[src/rtl/pmt_pkg.sv]
`timescale 1ns / 1ps
package pmt_pkg;
  localparam int MAX_PEERS_DEF = 8;
  localparam logic [15:0] EXPIRE_RST = 16'd6000;
  localparam logic [7:0] VERSION_RST = 8'd4;

  localparam logic [1:0] REQ_STATE = 2'd0;
  localparam logic [1:0] REQ_LEAVE = 2'd1;
  localparam logic [1:0] REQ_SWEEP = 2'd2;

  localparam logic [2:0] ST_FOREIGN = 3'd0;
  localparam logic [2:0] ST_ECHO    = 3'd1;
  localparam logic [2:0] ST_LEFT    = 3'd2;
  localparam logic [2:0] ST_FULL    = 3'd3;
  localparam logic [2:0] ST_LIFE    = 3'd4;
  localparam logic [2:0] ST_UPDATED = 3'd5;
  localparam logic [2:0] ST_ADOPTED = 3'd6;
  localparam logic [2:0] ST_SWEPT   = 3'd7;

  localparam logic [2:0] CFG_PIN = 3'd0;
  localparam logic [2:0] CFG_SELF = 3'd1;
  localparam logic [2:0] CFG_LINK = 3'd2;
  localparam logic [2:0] CFG_VER = 3'd3;
  localparam logic [2:0] CFG_EXP = 3'd4;

  typedef struct packed {
    logic [1:0]  req_type;
    logic [31:0] now_ms;
    logic [15:0] pkt_pin;
    logic [47:0] sender_address;
    logic [7:0]  pkt_version;
    logic [31:0] pkt_turn;
    logic [31:0] pkt_epoch;
    logic [39:0] pkt_round_bytes;
  } req_t;

  // Controller to datapath commands.
  typedef struct packed {
    logic load;     // capture request, clear scan results
    logic scan;     // examine slot at scan index
    logic apply;    // perform table update
    logic rank;     // rank/count pass over slot at scan index
    logic finish;   // build the result
  } cmd_t;

  typedef struct packed {
    logic last_slot;
  } sts_t;
endpackage

[src/rtl/peer_member_table_with_aging.sv]
`timescale 1ns / 1ps
// Peer member table with aging.
// Slave stream s_axis_* carries one request per beat: a state packet, a
// leave packet or an expiry sweep. Master stream m_axis_* returns exactly one
// result beat per request, in order.
// Configuration writes arrive on cfg_valid/cfg_ready with a register index
// (0 group pin, 1 own address, 2 link enable, 3 expected version, 4 expiry)
// and are accepted in every cycle; write them only while the block is idle.
// Each request is carried from acceptance to result valid in steps: one pass
// over the slots for lookup, free-slot search and expiry, an update step, a
// second pass for counting and ranking, and a result step. The next request is
// taken after the result beat leaves.
// Reset clears the table and round state and restores register defaults.
// While the receiver stalls, the result holds and no new request is taken.
module peer_member_table_with_aging #(
  parameter int MAX_PEERS = pmt_pkg::MAX_PEERS_DEF
) (
  input  logic         clk,
  input  logic         rst,
  input  logic         s_axis_tvalid,
  output logic         s_axis_tready,
  // from bit 0: now_ms[31:0], pkt_pin[47:32], sender_address[95:48],
  // pkt_version[103:96], pkt_life[119:104], pkt_alive[120], pkt_turn[152:121],
  // pkt_epoch[184:153], pkt_round_bytes[224:185], zero fill to 232
  input  logic [231:0] s_axis_tdata,
  // from bit 0: req_type[1:0]
  input  logic [1:0]   s_axis_tuser,
  output logic         m_axis_tvalid,
  input  logic         m_axis_tready,
  // from bit 0: member_count[3:0], self_seat[7:4], sender_seat[11:8],
  // dropped_any[12], new_round[13], round_lead_pos[21:14],
  // round_players[29:22], round_turn[61:30], round_epoch[93:62],
  // round_holders[109:94], zero fill to 112
  output logic [111:0] m_axis_tdata,
  // from bit 0: status[2:0]
  output logic [2:0]   m_axis_tuser,
  input  logic         cfg_valid,
  output logic         cfg_ready,
  input  logic [2:0]   cfg_index,
  input  logic [47:0]  cfg_data
);
  import pmt_pkg::*;

  cmd_t cmd;
  sts_t sts;
  req_t rq;

  assign rq.req_type = s_axis_tuser;
  assign rq.now_ms = s_axis_tdata[31:0];
  assign rq.pkt_pin = s_axis_tdata[47:32];
  assign rq.sender_address = s_axis_tdata[95:48];
  assign rq.pkt_version = s_axis_tdata[103:96];
  assign rq.pkt_turn = s_axis_tdata[152:121];
  assign rq.pkt_epoch = s_axis_tdata[184:153];
  assign rq.pkt_round_bytes = s_axis_tdata[224:185];

  assign cfg_ready = 1'b1;
  assign m_axis_tdata[111:110] = 2'b00;

  pmt_ctrl u_ctrl (
    .clk(clk), .rst(rst),
    .in_valid(s_axis_tvalid), .in_ready(s_axis_tready),
    .out_valid(m_axis_tvalid), .out_ready(m_axis_tready),
    .cmd(cmd), .sts(sts)
  );

  pmt_datapath #(.MAX_PEERS(MAX_PEERS)) u_dp (
    .clk(clk), .rst(rst), .in_req(rq), .cmd(cmd), .sts(sts),
    .cfg_valid(cfg_valid), .cfg_index(cfg_index), .cfg_data(cfg_data),
    .status(m_axis_tuser),
    .member_count(m_axis_tdata[3:0]),
    .self_seat(m_axis_tdata[7:4]),
    .sender_seat(m_axis_tdata[11:8]),
    .dropped_any(m_axis_tdata[12]),
    .new_round(m_axis_tdata[13]),
    .round_lead_pos(m_axis_tdata[21:14]),
    .round_players(m_axis_tdata[29:22]),
    .round_turn(m_axis_tdata[61:30]),
    .round_epoch(m_axis_tdata[93:62]),
    .round_holders(m_axis_tdata[109:94])
  );
endmodule

[src/rtl/pmt_ctrl.sv]
`timescale 1ns / 1ps
module pmt_ctrl (
  input  logic         clk,
  input  logic         rst,
  input  logic         in_valid,
  output logic         in_ready,
  output logic         out_valid,
  input  logic         out_ready,
  output pmt_pkg::cmd_t cmd,
  input  pmt_pkg::sts_t sts
);
  import pmt_pkg::*;

  typedef enum logic [5:0] {
    S_IDLE  = 6'b000001,
    S_SCAN  = 6'b000010,
    S_APPLY = 6'b000100,
    S_RANK  = 6'b001000,
    S_DONE  = 6'b010000,
    S_OUT   = 6'b100000
  } state_t;

  state_t state, state_next;

  assign in_ready  = (state == S_IDLE);
  assign out_valid = (state == S_OUT);

  always_comb begin
    state_next = state;
    cmd = '0;
    case (state)
      S_IDLE: if (in_valid) begin
        cmd.load = 1'b1;
        state_next = S_SCAN;
      end
      S_SCAN: begin
        cmd.scan = 1'b1;
        if (sts.last_slot) state_next = S_APPLY;
      end
      S_APPLY: begin
        cmd.apply = 1'b1;
        state_next = S_RANK;
      end
      S_RANK: begin
        cmd.rank = 1'b1;
        if (sts.last_slot) state_next = S_DONE;
      end
      S_DONE: begin
        cmd.finish = 1'b1;
        state_next = S_OUT;
      end
      S_OUT: if (out_ready) state_next = S_IDLE;
      default: state_next = S_IDLE;
    endcase
  end

  always_ff @(posedge clk) begin
    if (rst) state <= S_IDLE;
    else state <= state_next;
  end
endmodule

[src/rtl/pmt_datapath.sv]
`timescale 1ns / 1ps
module pmt_datapath #(
  parameter int MAX_PEERS = pmt_pkg::MAX_PEERS_DEF
) (
  input  logic          clk,
  input  logic          rst,
  input  pmt_pkg::req_t in_req,
  input  pmt_pkg::cmd_t cmd,
  output pmt_pkg::sts_t sts,
  input  logic          cfg_valid,
  input  logic [2:0]    cfg_index,
  input  logic [47:0]   cfg_data,
  output logic [2:0]    status,
  output logic [3:0]    member_count,
  output logic [3:0]    self_seat,
  output logic [3:0]    sender_seat,
  output logic          dropped_any,
  output logic          new_round,
  output logic [7:0]    round_lead_pos,
  output logic [7:0]    round_players,
  output logic [31:0]   round_turn,
  output logic [31:0]   round_epoch,
  output logic [15:0]   round_holders
);
  import pmt_pkg::*;

  localparam int IW = (MAX_PEERS > 1) ? $clog2(MAX_PEERS) : 1;
  localparam int CW = $clog2(MAX_PEERS + 2);

  logic [15:0] group_pin;
  logic [47:0] self_address;
  logic        link_enable;
  logic [7:0]  expected_version;
  logic [15:0] age_limit;

  logic [MAX_PEERS-1:0] slot_used;
  logic [47:0] slot_address [MAX_PEERS];
  logic [31:0] slot_last_seen [MAX_PEERS];

  logic [31:0] local_epoch, shared_turn;
  logic [7:0]  shared_lead_pos, shared_players, shared_gen, shared_monarch;
  logic [7:0]  shared_initiative;

  req_t        rq;
  logic [IW-1:0] idx;
  logic        hit, free_found, dropped, fresh;
  logic [IW-1:0] hit_idx, free_idx, k;
  logic [CW-1:0] members, below, rnk;
  logic [2:0]  st;

  logic [47:0] a_i;
  logic [31:0] silence;
  logic        lastslot;

  assign a_i = slot_address[idx];
  assign silence = rq.now_ms - slot_last_seen[idx];
  assign lastslot = (idx == IW'(MAX_PEERS - 1));
  assign sts.last_slot = lastslot;

  function automatic logic [3:0] sat15(input logic [CW-1:0] v);
    return (32'(v) > 15) ? 4'd15 : 4'(v);
  endfunction

  always_ff @(posedge clk) begin
    if (rst) begin
      group_pin <= '0;
      self_address <= '0;
      link_enable <= 1'b0;
      expected_version <= VERSION_RST;
      age_limit <= EXPIRE_RST;
      slot_used <= '0;
      local_epoch <= '0;
      shared_lead_pos <= '0;
      shared_players <= 8'd2;
      shared_turn <= 32'd1;
      shared_gen <= '0;
      shared_monarch <= '0;
      shared_initiative <= '0;
      for (int i = 0; i < MAX_PEERS; i++) begin
        slot_address[i] <= '0;
        slot_last_seen[i] <= '0;
      end
    end else begin
      if (cfg_valid) begin
        case (cfg_index)
          CFG_PIN:  group_pin <= cfg_data[15:0];
          CFG_SELF: self_address <= cfg_data;
          CFG_LINK: link_enable <= cfg_data[0];
          CFG_VER:  expected_version <= cfg_data[7:0];
          CFG_EXP:  age_limit <= cfg_data[15:0];
          default: ;
        endcase
      end

      if (cmd.load) begin
        rq <= in_req;
        idx <= '0;
        hit <= 1'b0;
        free_found <= 1'b0;
        dropped <= 1'b0;
        fresh <= 1'b0;
        hit_idx <= '0;
        free_idx <= '0;
      end

      if (cmd.scan) begin
        idx <= lastslot ? '0 : idx + 1'b1;
        if (rq.req_type == REQ_SWEEP) begin
          if (slot_used[idx] && slot_last_seen[idx] != 0 &&
              silence > {16'd0, age_limit}) begin
            slot_used[idx] <= 1'b0;
            dropped <= 1'b1;
          end
        end else begin
          if (slot_used[idx] && a_i == rq.sender_address && !hit) begin
            hit <= 1'b1;
            hit_idx <= idx;
          end
          if (!slot_used[idx] && !free_found) begin
            free_found <= 1'b1;
            free_idx <= idx;
          end
        end
      end

      if (cmd.apply) begin
        members <= CW'(1);
        below <= '0;
        rnk <= '0;
        k <= hit ? hit_idx : free_idx;
        st <= ST_FOREIGN;
        if (rq.req_type == REQ_SWEEP) st <= ST_SWEPT;
        else if (rq.req_type == REQ_STATE || rq.req_type == REQ_LEAVE) begin
          if (!link_enable || rq.pkt_pin != group_pin) st <= ST_FOREIGN;
          else if (rq.sender_address == self_address) st <= ST_ECHO;
          else if (rq.req_type == REQ_LEAVE) begin
            st <= ST_LEFT;
            if (hit) slot_used[hit_idx] <= 1'b0;
          end else if (!hit && !free_found) st <= ST_FULL;
          else begin
            if (!hit) begin
              slot_used[free_idx] <= 1'b1;
              slot_address[free_idx] <= rq.sender_address;
            end
            slot_last_seen[hit ? hit_idx : free_idx] <= rq.now_ms;
            if (rq.pkt_version != expected_version) st <= ST_LIFE;
            else if (rq.pkt_epoch > local_epoch) begin
              st <= ST_ADOPTED;
              local_epoch <= rq.pkt_epoch;
              shared_lead_pos <= rq.pkt_round_bytes[39:32];
              if (rq.pkt_round_bytes[31:24] != 0)
                shared_players <= rq.pkt_round_bytes[31:24];
              if (rq.pkt_round_bytes[23:16] != shared_gen) begin
                shared_gen <= rq.pkt_round_bytes[23:16];
                fresh <= 1'b1;
              end
              shared_turn <= rq.pkt_turn;
              shared_monarch <= rq.pkt_round_bytes[15:8];
              shared_initiative <= rq.pkt_round_bytes[7:0];
            end else st <= ST_UPDATED;
          end
        end
      end

      if (cmd.rank) begin
        idx <= lastslot ? '0 : idx + 1'b1;
        if (slot_used[idx]) begin
          members <= members + 1'b1;
          if (a_i < self_address) below <= below + 1'b1;
          if (idx != k && a_i < slot_address[k]) rnk <= rnk + 1'b1;
        end
      end

      if (cmd.finish) begin
        status <= st;
        member_count <= link_enable ? sat15(members) : 4'd1;
        self_seat <= link_enable ? sat15(below) : 4'd0;
        sender_seat <= (st == ST_LIFE || st == ST_UPDATED || st == ST_ADOPTED) ?
                       sat15(rnk + CW'(self_address < slot_address[k])) : 4'd0;
        dropped_any <= (st == ST_SWEPT) && dropped;
        new_round <= fresh;
        round_lead_pos <= shared_lead_pos;
        round_players <= shared_players;
        round_turn <= shared_turn;
        round_epoch <= local_epoch;
        round_holders <= {shared_monarch, shared_initiative};
      end
    end
  end
endmodule

[config.mk]
export PLATFORM = sky130hd
export DESIGN_NAME = peer_member_table_with_aging
export DESIGN_NICKNAME = d
export VERILOG_FILES = /design/src/rtl/pmt_pkg.sv /design/src/rtl/peer_member_table_with_aging.sv /design/src/rtl/pmt_ctrl.sv /design/src/rtl/pmt_datapath.sv
export SDC_FILE = /design/constraint.sdc
export NUM_CORES = 2
export LEC_CHECK = 0
export BUFFER_PORTS_ARGS = -buffer_cell sky130_fd_sc_hd__buf_2
export CORE_MARGIN = 5
export CORE_UTILIZATION = 45
export DETAILED_ROUTE_END_ITERATION = 8
export PLACE_DENSITY = 0.74
export SLEW_MARGIN = 20
export SYNTH_ARGS = -nofsm -noshare
export SYNTH_HDL_FRONTEND = slang
export SYNTH_HIERARCHICAL = 1
export SYNTH_SLANG_ARGS = --single-unit
[constraint.sdc]
create_clock -name clk -period 12.11 [get_ports clk]
set_input_delay 0 -clock clk [delete_from_list [all_inputs] [get_ports clk]]
set_output_delay 0 -clock clk [all_outputs]
set_load 0.03 [all_outputs]
### Word level (Yosys, flattened, before mapping)

Memory sizes are Yosys's and may differ from the RTL's. A register that Yosys moved wholly into a read port is not among the register bits.
Cells that the tools add are included.

| word-level totals | value |
|---|---|
| bits in registers | 561 |
| memory bits (writable) | 640 |
| bits of input ports | 290 |
| output and inout bits | 118 |
| logic and storage cells | 258 |
| memories | 2 |

| operators by class | value |
|---|---|
| add/subtract/negate cells | 6 |
| order comparisons | 11 |
| equal/unequal tests | 27 |
| mux-type cells | 116 |
| bitwise logic cells | 12 |
| reduce and logical (&&, ||, !) cells | 39 |

Memories:

| name | words | width | rd ports | clocked after Yosys merged registers in | wr ports | line | source |
|---|---|---|---|---|---|---|---|
| u_dp.slot_address | 8 | 48 | 2 | 2 | 8 | pmt_datapath.sv:37 | `logic [47:0] slot_address [MAX_PEERS];` |
| u_dp.slot_last_seen | 8 | 32 | 1 | 1 | 8 | pmt_datapath.sv:38 | `logic [31:0] slot_last_seen [MAX_PEERS];` |

Operators by type and width:

| cell | number |
|---|---|
| 48-bit < comparator | 3 |
| 8-bit two-way mux | 13 |
| 48-bit == test | 2 |
| 3-bit two-way mux | 24 |
| 1-bit two-way mux | 56 |
| 48-bit two-way mux | 1 |
| 48-bit OR reduction | 1 |
| 4-bit two-way mux | 11 |
| 6-bit one-hot mux with 6 select lines | 1 |
| 32-bit by 16-bit greater-than comparator with 1-bit output | 1 |
| 32-bit greater-than comparator | 1 |
| 32-bit two-way mux | 1 |
| 32-bit nonzero test | 1 |
| 32-bit OR reduction | 1 |
| 32-bit subtractor | 1 |
| 6-bit two-way mux | 4 |
| 10-bit AND reduction | 2 |
| 3-bit == test, second input constant | 6 |
| 2-bit AND reduction | 9 |
| 8-bit bitwise AND | 2 |
| 16-bit != test | 1 |
| 8-bit != test | 2 |
| 8-bit NOT | 2 |
| 4-bit by 1-bit adder with 4-bit output, second input constant | 3 |
| other kinds (31) | 62 |

### Depth between registers and ports, before layout

| logic depth | value |
|---|---|
| word-level depth | 19 |
| mapped depth | 25 |
| gate-level depth less buffers | 21 |

### Cells and area by module

Netlist, hierarchy kept.

By module, submodules not included:

| module | times used | cells each | area an instance (sq um) | sequential area each (sq um) |
|---|---|---|---|---|
| pmt_datapath | 1 | 4286 | 58144.5 | 33992.6 |
| pmt_ctrl | 1 | 42 | 425.4 | 120.1 |
| peer_member_table_with_aging | 1 | 5 | 30.0 | 0.0 |

### Worst setup path before layout

No wires, ideal clock.

| timing path | value |
|---|---|
| path type | reg2reg |
| start point | register u_ctrl.state[3] |
| end point | register u_dp/rq[0] (netlist bit), enable pin |
| library setup time | 0.785 ns |
| arrival time | 10.580 ns |
| required time | 11.325 ns |
| setup slack | 0.745 ns |
| stages on the path, launching flop included | 8 |
| path buffers | 2 |
| clock period less this slack | 11.365 ns |
| cell sequence | dfxtp_1 buf_6 or4_4 nor3b_4 and2_4 inv_1 clkbuf_1 nor2_1 |

RTL lines:

| what | line | source |
|---|---|---|
| start, declared | pmt_ctrl.sv:23 | `state_t state, state_next;` |
| start signal, assigned | pmt_ctrl.sv:59 | `else state <= state_next;` |
| end signal, assigned | pmt_datapath.sv:96 | `rq <= in_req;` |
| end, declared | pmt_datapath.sv:44 | `req_t rq;` |

==> summary.md <==
| Metric | Value |
|---|---|
| Starting Density | `45.3%` |
| CP arrival | `7.70 ns` |
| Status | `finished clean` |
| Hold WS | `0.0357 ns` |
| IO Pins | `408` |
| Final hold vios | `0` |
| Worst-path cell chain | `mux4_2 -> mux2i_1 -> inv_1 -> fa_1 -> nand2b_1 -> a21oi_1 -> o21bai_1 -> a211oi_1 -> nor2_1 -> xnor2_1 -> ha_1 -> nand4_1 -> or4_1 -> or3_1 -> a221o_1 -> nor4_1 -> nand4_1 -> nor4_2 -> a311oi_1 -> a21oi_1` |
| Max FO, Critical Path | `31` |
| Pre-Repair DR Iteration Count | `5` |
| Global-route wire length before repair | `261000 um` |
| Synth Instances | `4333` |
| DIE HEIGHT | `371 um` |
| # Max-Cap Violations | `0` |
| Synth Register Bits | `1207` |
| Hold Crit Class | `in2reg` |
| Top delay family on crit path | `simple AND/OR/NAND/NOR gates` |
| Area growth from synthesis to layout | `22.2%` |
| Setup TNS | `0 ns` |
| GRT Total Usage | `25.4%` |
| Worst Setup End Kind | `flip-flop` |
| Synthesized area per cell | `13.5 um^2` |
| RSZ-0062 raised after global routing | `false` |
| Pwr per Cell Area | `142 mW/mm^2` |
| Fmax achieved | `142 MHz` |
| Slowest stage delay, CP | `0.79 ns` |
| Worst-path clk slew | `0.06 ns` |
| Post-synthesis sequential area ratio | `58.2%` |
| Grt ovf | `0` |
| CTS tree | `yes` |
| Htree depth | `4` |
| Nets | `5648` |
| Worst-path cell with the longest stage delay | `dfxtp_4` |
| Final min period | `7.03 ns` |
| Port Buffers | `380` |
| CTS-repair resized insts | `0` |
| Flop pwr share | `46.7%` |
| Largest net degree at the start of global routing | `138` |
| # DRC | `0` |
| Vias in the first global route | `41000` |
| Synth warnings | `6` |
| P_leak | `26.6 nW` |
| Antenna violations before repair | `15` |
| DRT Wirelength | `177000 um` |
| P_sw | `2.57 mW` |
| Core Footprint | `0.129 mm^2` |
| Startpoint Class | `flip-flop` |
| Via count | `39900` |
| Crit path buf inv count | `1` |
| WL/cell | `25.3 um` |
| Post-DP HPWL | `111000 um` |
| CTS buffer count | `135` |
| Combinational share of power | `13.4%` |
| CP required | `12.78 ns` |
| Internal Power | `7.61 mW` |
| Share of cells above drive strength 1 | `19.5%` |
| Post-Syn Area | `0.0586 mm^2` |
| Max VDD drop | `0.136 mV` |
| EDFF count, synth | `994` |
| FFs w/ async S/R, synth | `0%` |
| Post-synth cell types | `84` |
| Slew Limit Fails | `0` |
| Num Clock Sinks | `1207` |
| Clock power frac | `39.9%` |
| Via-to-Cell Ratio | `5.71` |
| Final period util | `58.0%` |
| Root buffer cell | `clkbuf_16` |
| Die area | `0.138 mm^2` |
| Switching Share | `25.3%` |
| Clk_skew | `0.0486 ns` |
| Synth Flop Type | `edfxtp_1` |
| Chip width | `371 um` |
| DR iter-0 viols | `3807` |
| Least-Margin Pin Slew | `1.19 ns` |
| Floorplan row count | `132` |
| Worst Path Class, Setup | `reg2reg` |
| Slew headroom | `20.2%` |
| Final antenna-violating net count | `0` |
| Routability congestion estimate | `0.937` |
| CTS Buffer Depth | `3` |
| Endpoints failing setup | `0` |
| Worst-Skew Late Latency | `0.76 ns` |
==> registers in the layout, indices dropped and copies added, names as in the netlist, 6 cells and up, named ones only <==
name / cells
u_dp/group_pin: 16
u_dp/round_epoch: 32
u_dp/shared_lead_pos: 8
u_dp/expected_version: 8
u_dp/shared_turn: 32
u_dp/round_turn: 32
u_dp/round_holders: 16
u_dp/slot_address: 384
u_dp/shared_initiative: 8
u_dp/self_address: 48
u_ctrl/state: 6
u_dp/shared_gen: 8
u_dp/local_epoch: 32
u_dp/rq: 210
u_dp/shared_monarch: 8
u_dp/round_players: 8
u_dp/round_lead_pos: 8
u_dp/slot_last_seen: 256
u_dp/age_limit: 16
u_dp/slot_used: 8
u_dp/shared_players: 8
==> cells in the mapped netlist (66+ instances only) <==
| library cell | n | area share (%) |
|---|---|---|
| a21o_1 | 66 | 0.85 |
| a21oi_1 | 179 | 1.5 |
| and2_1 | 589 | 6.3 |
| clkbuf_1 | 204 | 1.3 |
| dfxtp_1 | 213 | 7.3 |
| edfxtp_1 | 994 | 51 |
| ha_1 | 232 | 5.0 |
| inv_1 | 124 | 0.79 |
| mux2i_1 | 193 | 3.3 |
| mux4_2 | 258 | 9.9 |
| nand2_1 | 269 | 1.7 |
| nor2_1 | 192 | 1.2 |
| nor4_1 | 68 | 0.73 |
| o21ai_0 | 80 | 0.68 |
| xor2_1 | 100 | 1.5 |
==> worst reg2reg max path, cell delays in order, from the launching register on <==
cell and delay, ns:
dfxtp_4 0.79, mux4_2 0.60, mux2i_1 0.59, inv_1 0.14
fa_1 0.46, nand2b_1 0.18, a21oi_1 0.26, o21bai_1 0.18
a211oi_1 0.38, nor2_1 0.09, xnor2_1 0.14, ha_1 0.28
nand4_1 0.11, or4_1 0.44, or3_1 0.41, a221o_1 0.34
nor4_1 0.27, nand4_1 0.14, nor4_2 0.61, a311oi_1 0.31
a21oi_1 0.21
==> per-stage QoR <==
step / utilization [%] / instances / instance area, um^2 / setup slack (ns) / power (mW)
final: 55.3 / 6982 / 71600 / 5.08 / 10.2
after global routing: 55.3 / 6979 / 71600 / 4.65 / 10.6
after CTS: 55.3 / 6975 / 71600 / 5.09 / 10.2
after detailed placement: 48.2 / 6251 / 62400 / 5.11 / 6.06
after global placement: 48.2 / 6251 / 62400 / 5.28 / 6.04
after floorplan: - / 4334 / 58600 / 0.745 / 5.65
==> routing by layer <==
layer	vias up	track usage (%)	routed length, um
met5	-	0	40
met4	6	8.28	5660
met3	337	5.23	15300
met2	1908	43.5	87300
met1	20000	32.4	68200
li1	17700	-	-
==> final cells by class <==
class | count | area (um^2)
antenna | 7 | 17.5
inverter | 133 | 500
clock buffer | 187 | 3870
clock inverter | 58 | 507
tap | 1742 | 2180
timing repair buffer | 926 | 7250
sequential | 1207 | 34100
fill | 10300 | 57900
multi-input combinational | 2722 | 23200
==> placed cells by master (no fill, tap or decap), drive strengths merged, types with 8 or more instances in the layout <==
cell type,synthesis,layout
ha,232,232
a211oi,13,13
mux4,258,258
clkinv,9,53
mux2,53,53
a21o,66,66
buf,68,446
nor3b,13,13
mux2i,194,194
nand4,63,63
o211ai,12,12
nor2b,25,25
nand2b,19,19
nand3,42,42
or3,8,8
dlygate4sd3,0,479
dfxtp,213,213
o21a,13,13
xor2,101,101
clkbuf,204,188
nor2,192,192
or4,9,9
a31oi,11,11
nand2,269,269
edfxtp,994,994
nor3,64,64
o21ai,81,81
inv,124,130
a21oi,179,179
and2,590,590
nor4,72,72
xnor2,45,45
==> logic make-up after synthesis <==
| kind of cell | share of synthesized area (%) |
|---|---|
| AO/OA/AOI/OAI | 4.57 |
| XOR/XNOR | 2.19 |
| adder cells (fa/ha/maj) | 4.99 |
| buffers and inverters | 2.70 |
| flip-flops | 58.2 |
| multiplexers | 14.3 |
| other | 0.0128 |
| AND/OR/NAND/NOR | 13.1 |
==> final timing paths <==
check / slack, ns / startpoint / cells after the start / endpoint
max: 5.08 / flip-flop / 20 / u_dp/slot_used[6]$_SDFF_PP0_
min: 0.04 / s_axis_tdata[98] / 2 / u_dp/rq[106]$_DFFE_PP_
max reg2reg: 5.08 / flip-flop / 20 / u_dp/slot_used[6]$_SDFF_PP0_
min reg2reg: 0.43 / u_dp/shared_monarch[1]$_SDFFE_PP0P_ / 0 / u_dp/round_holders[9]$_DFFE_PP_
==> power groups by stage <==
| stage | sequential (mW) | combinational (mW) | clock [mW] |
|---|---|---|---|
| detailed placement | 4.84 | 1.22 | 0 |
| CTS | 4.76 | 1.35 | 4.12 |
| global placement | 4.83 | 1.21 | 0 |
| floorplan | 4.78 | 0.876 | 0 |
| global route | 4.77 | 1.47 | 4.31 |
| finish | 4.76 | 1.36 | 4.06 |
==> timing repair <==
action,CTS,global route
buffers inserted,0,0
hold buffers,479,0
endpoints found under the hold margin,378,0
(Power assumes the default switching activity.)
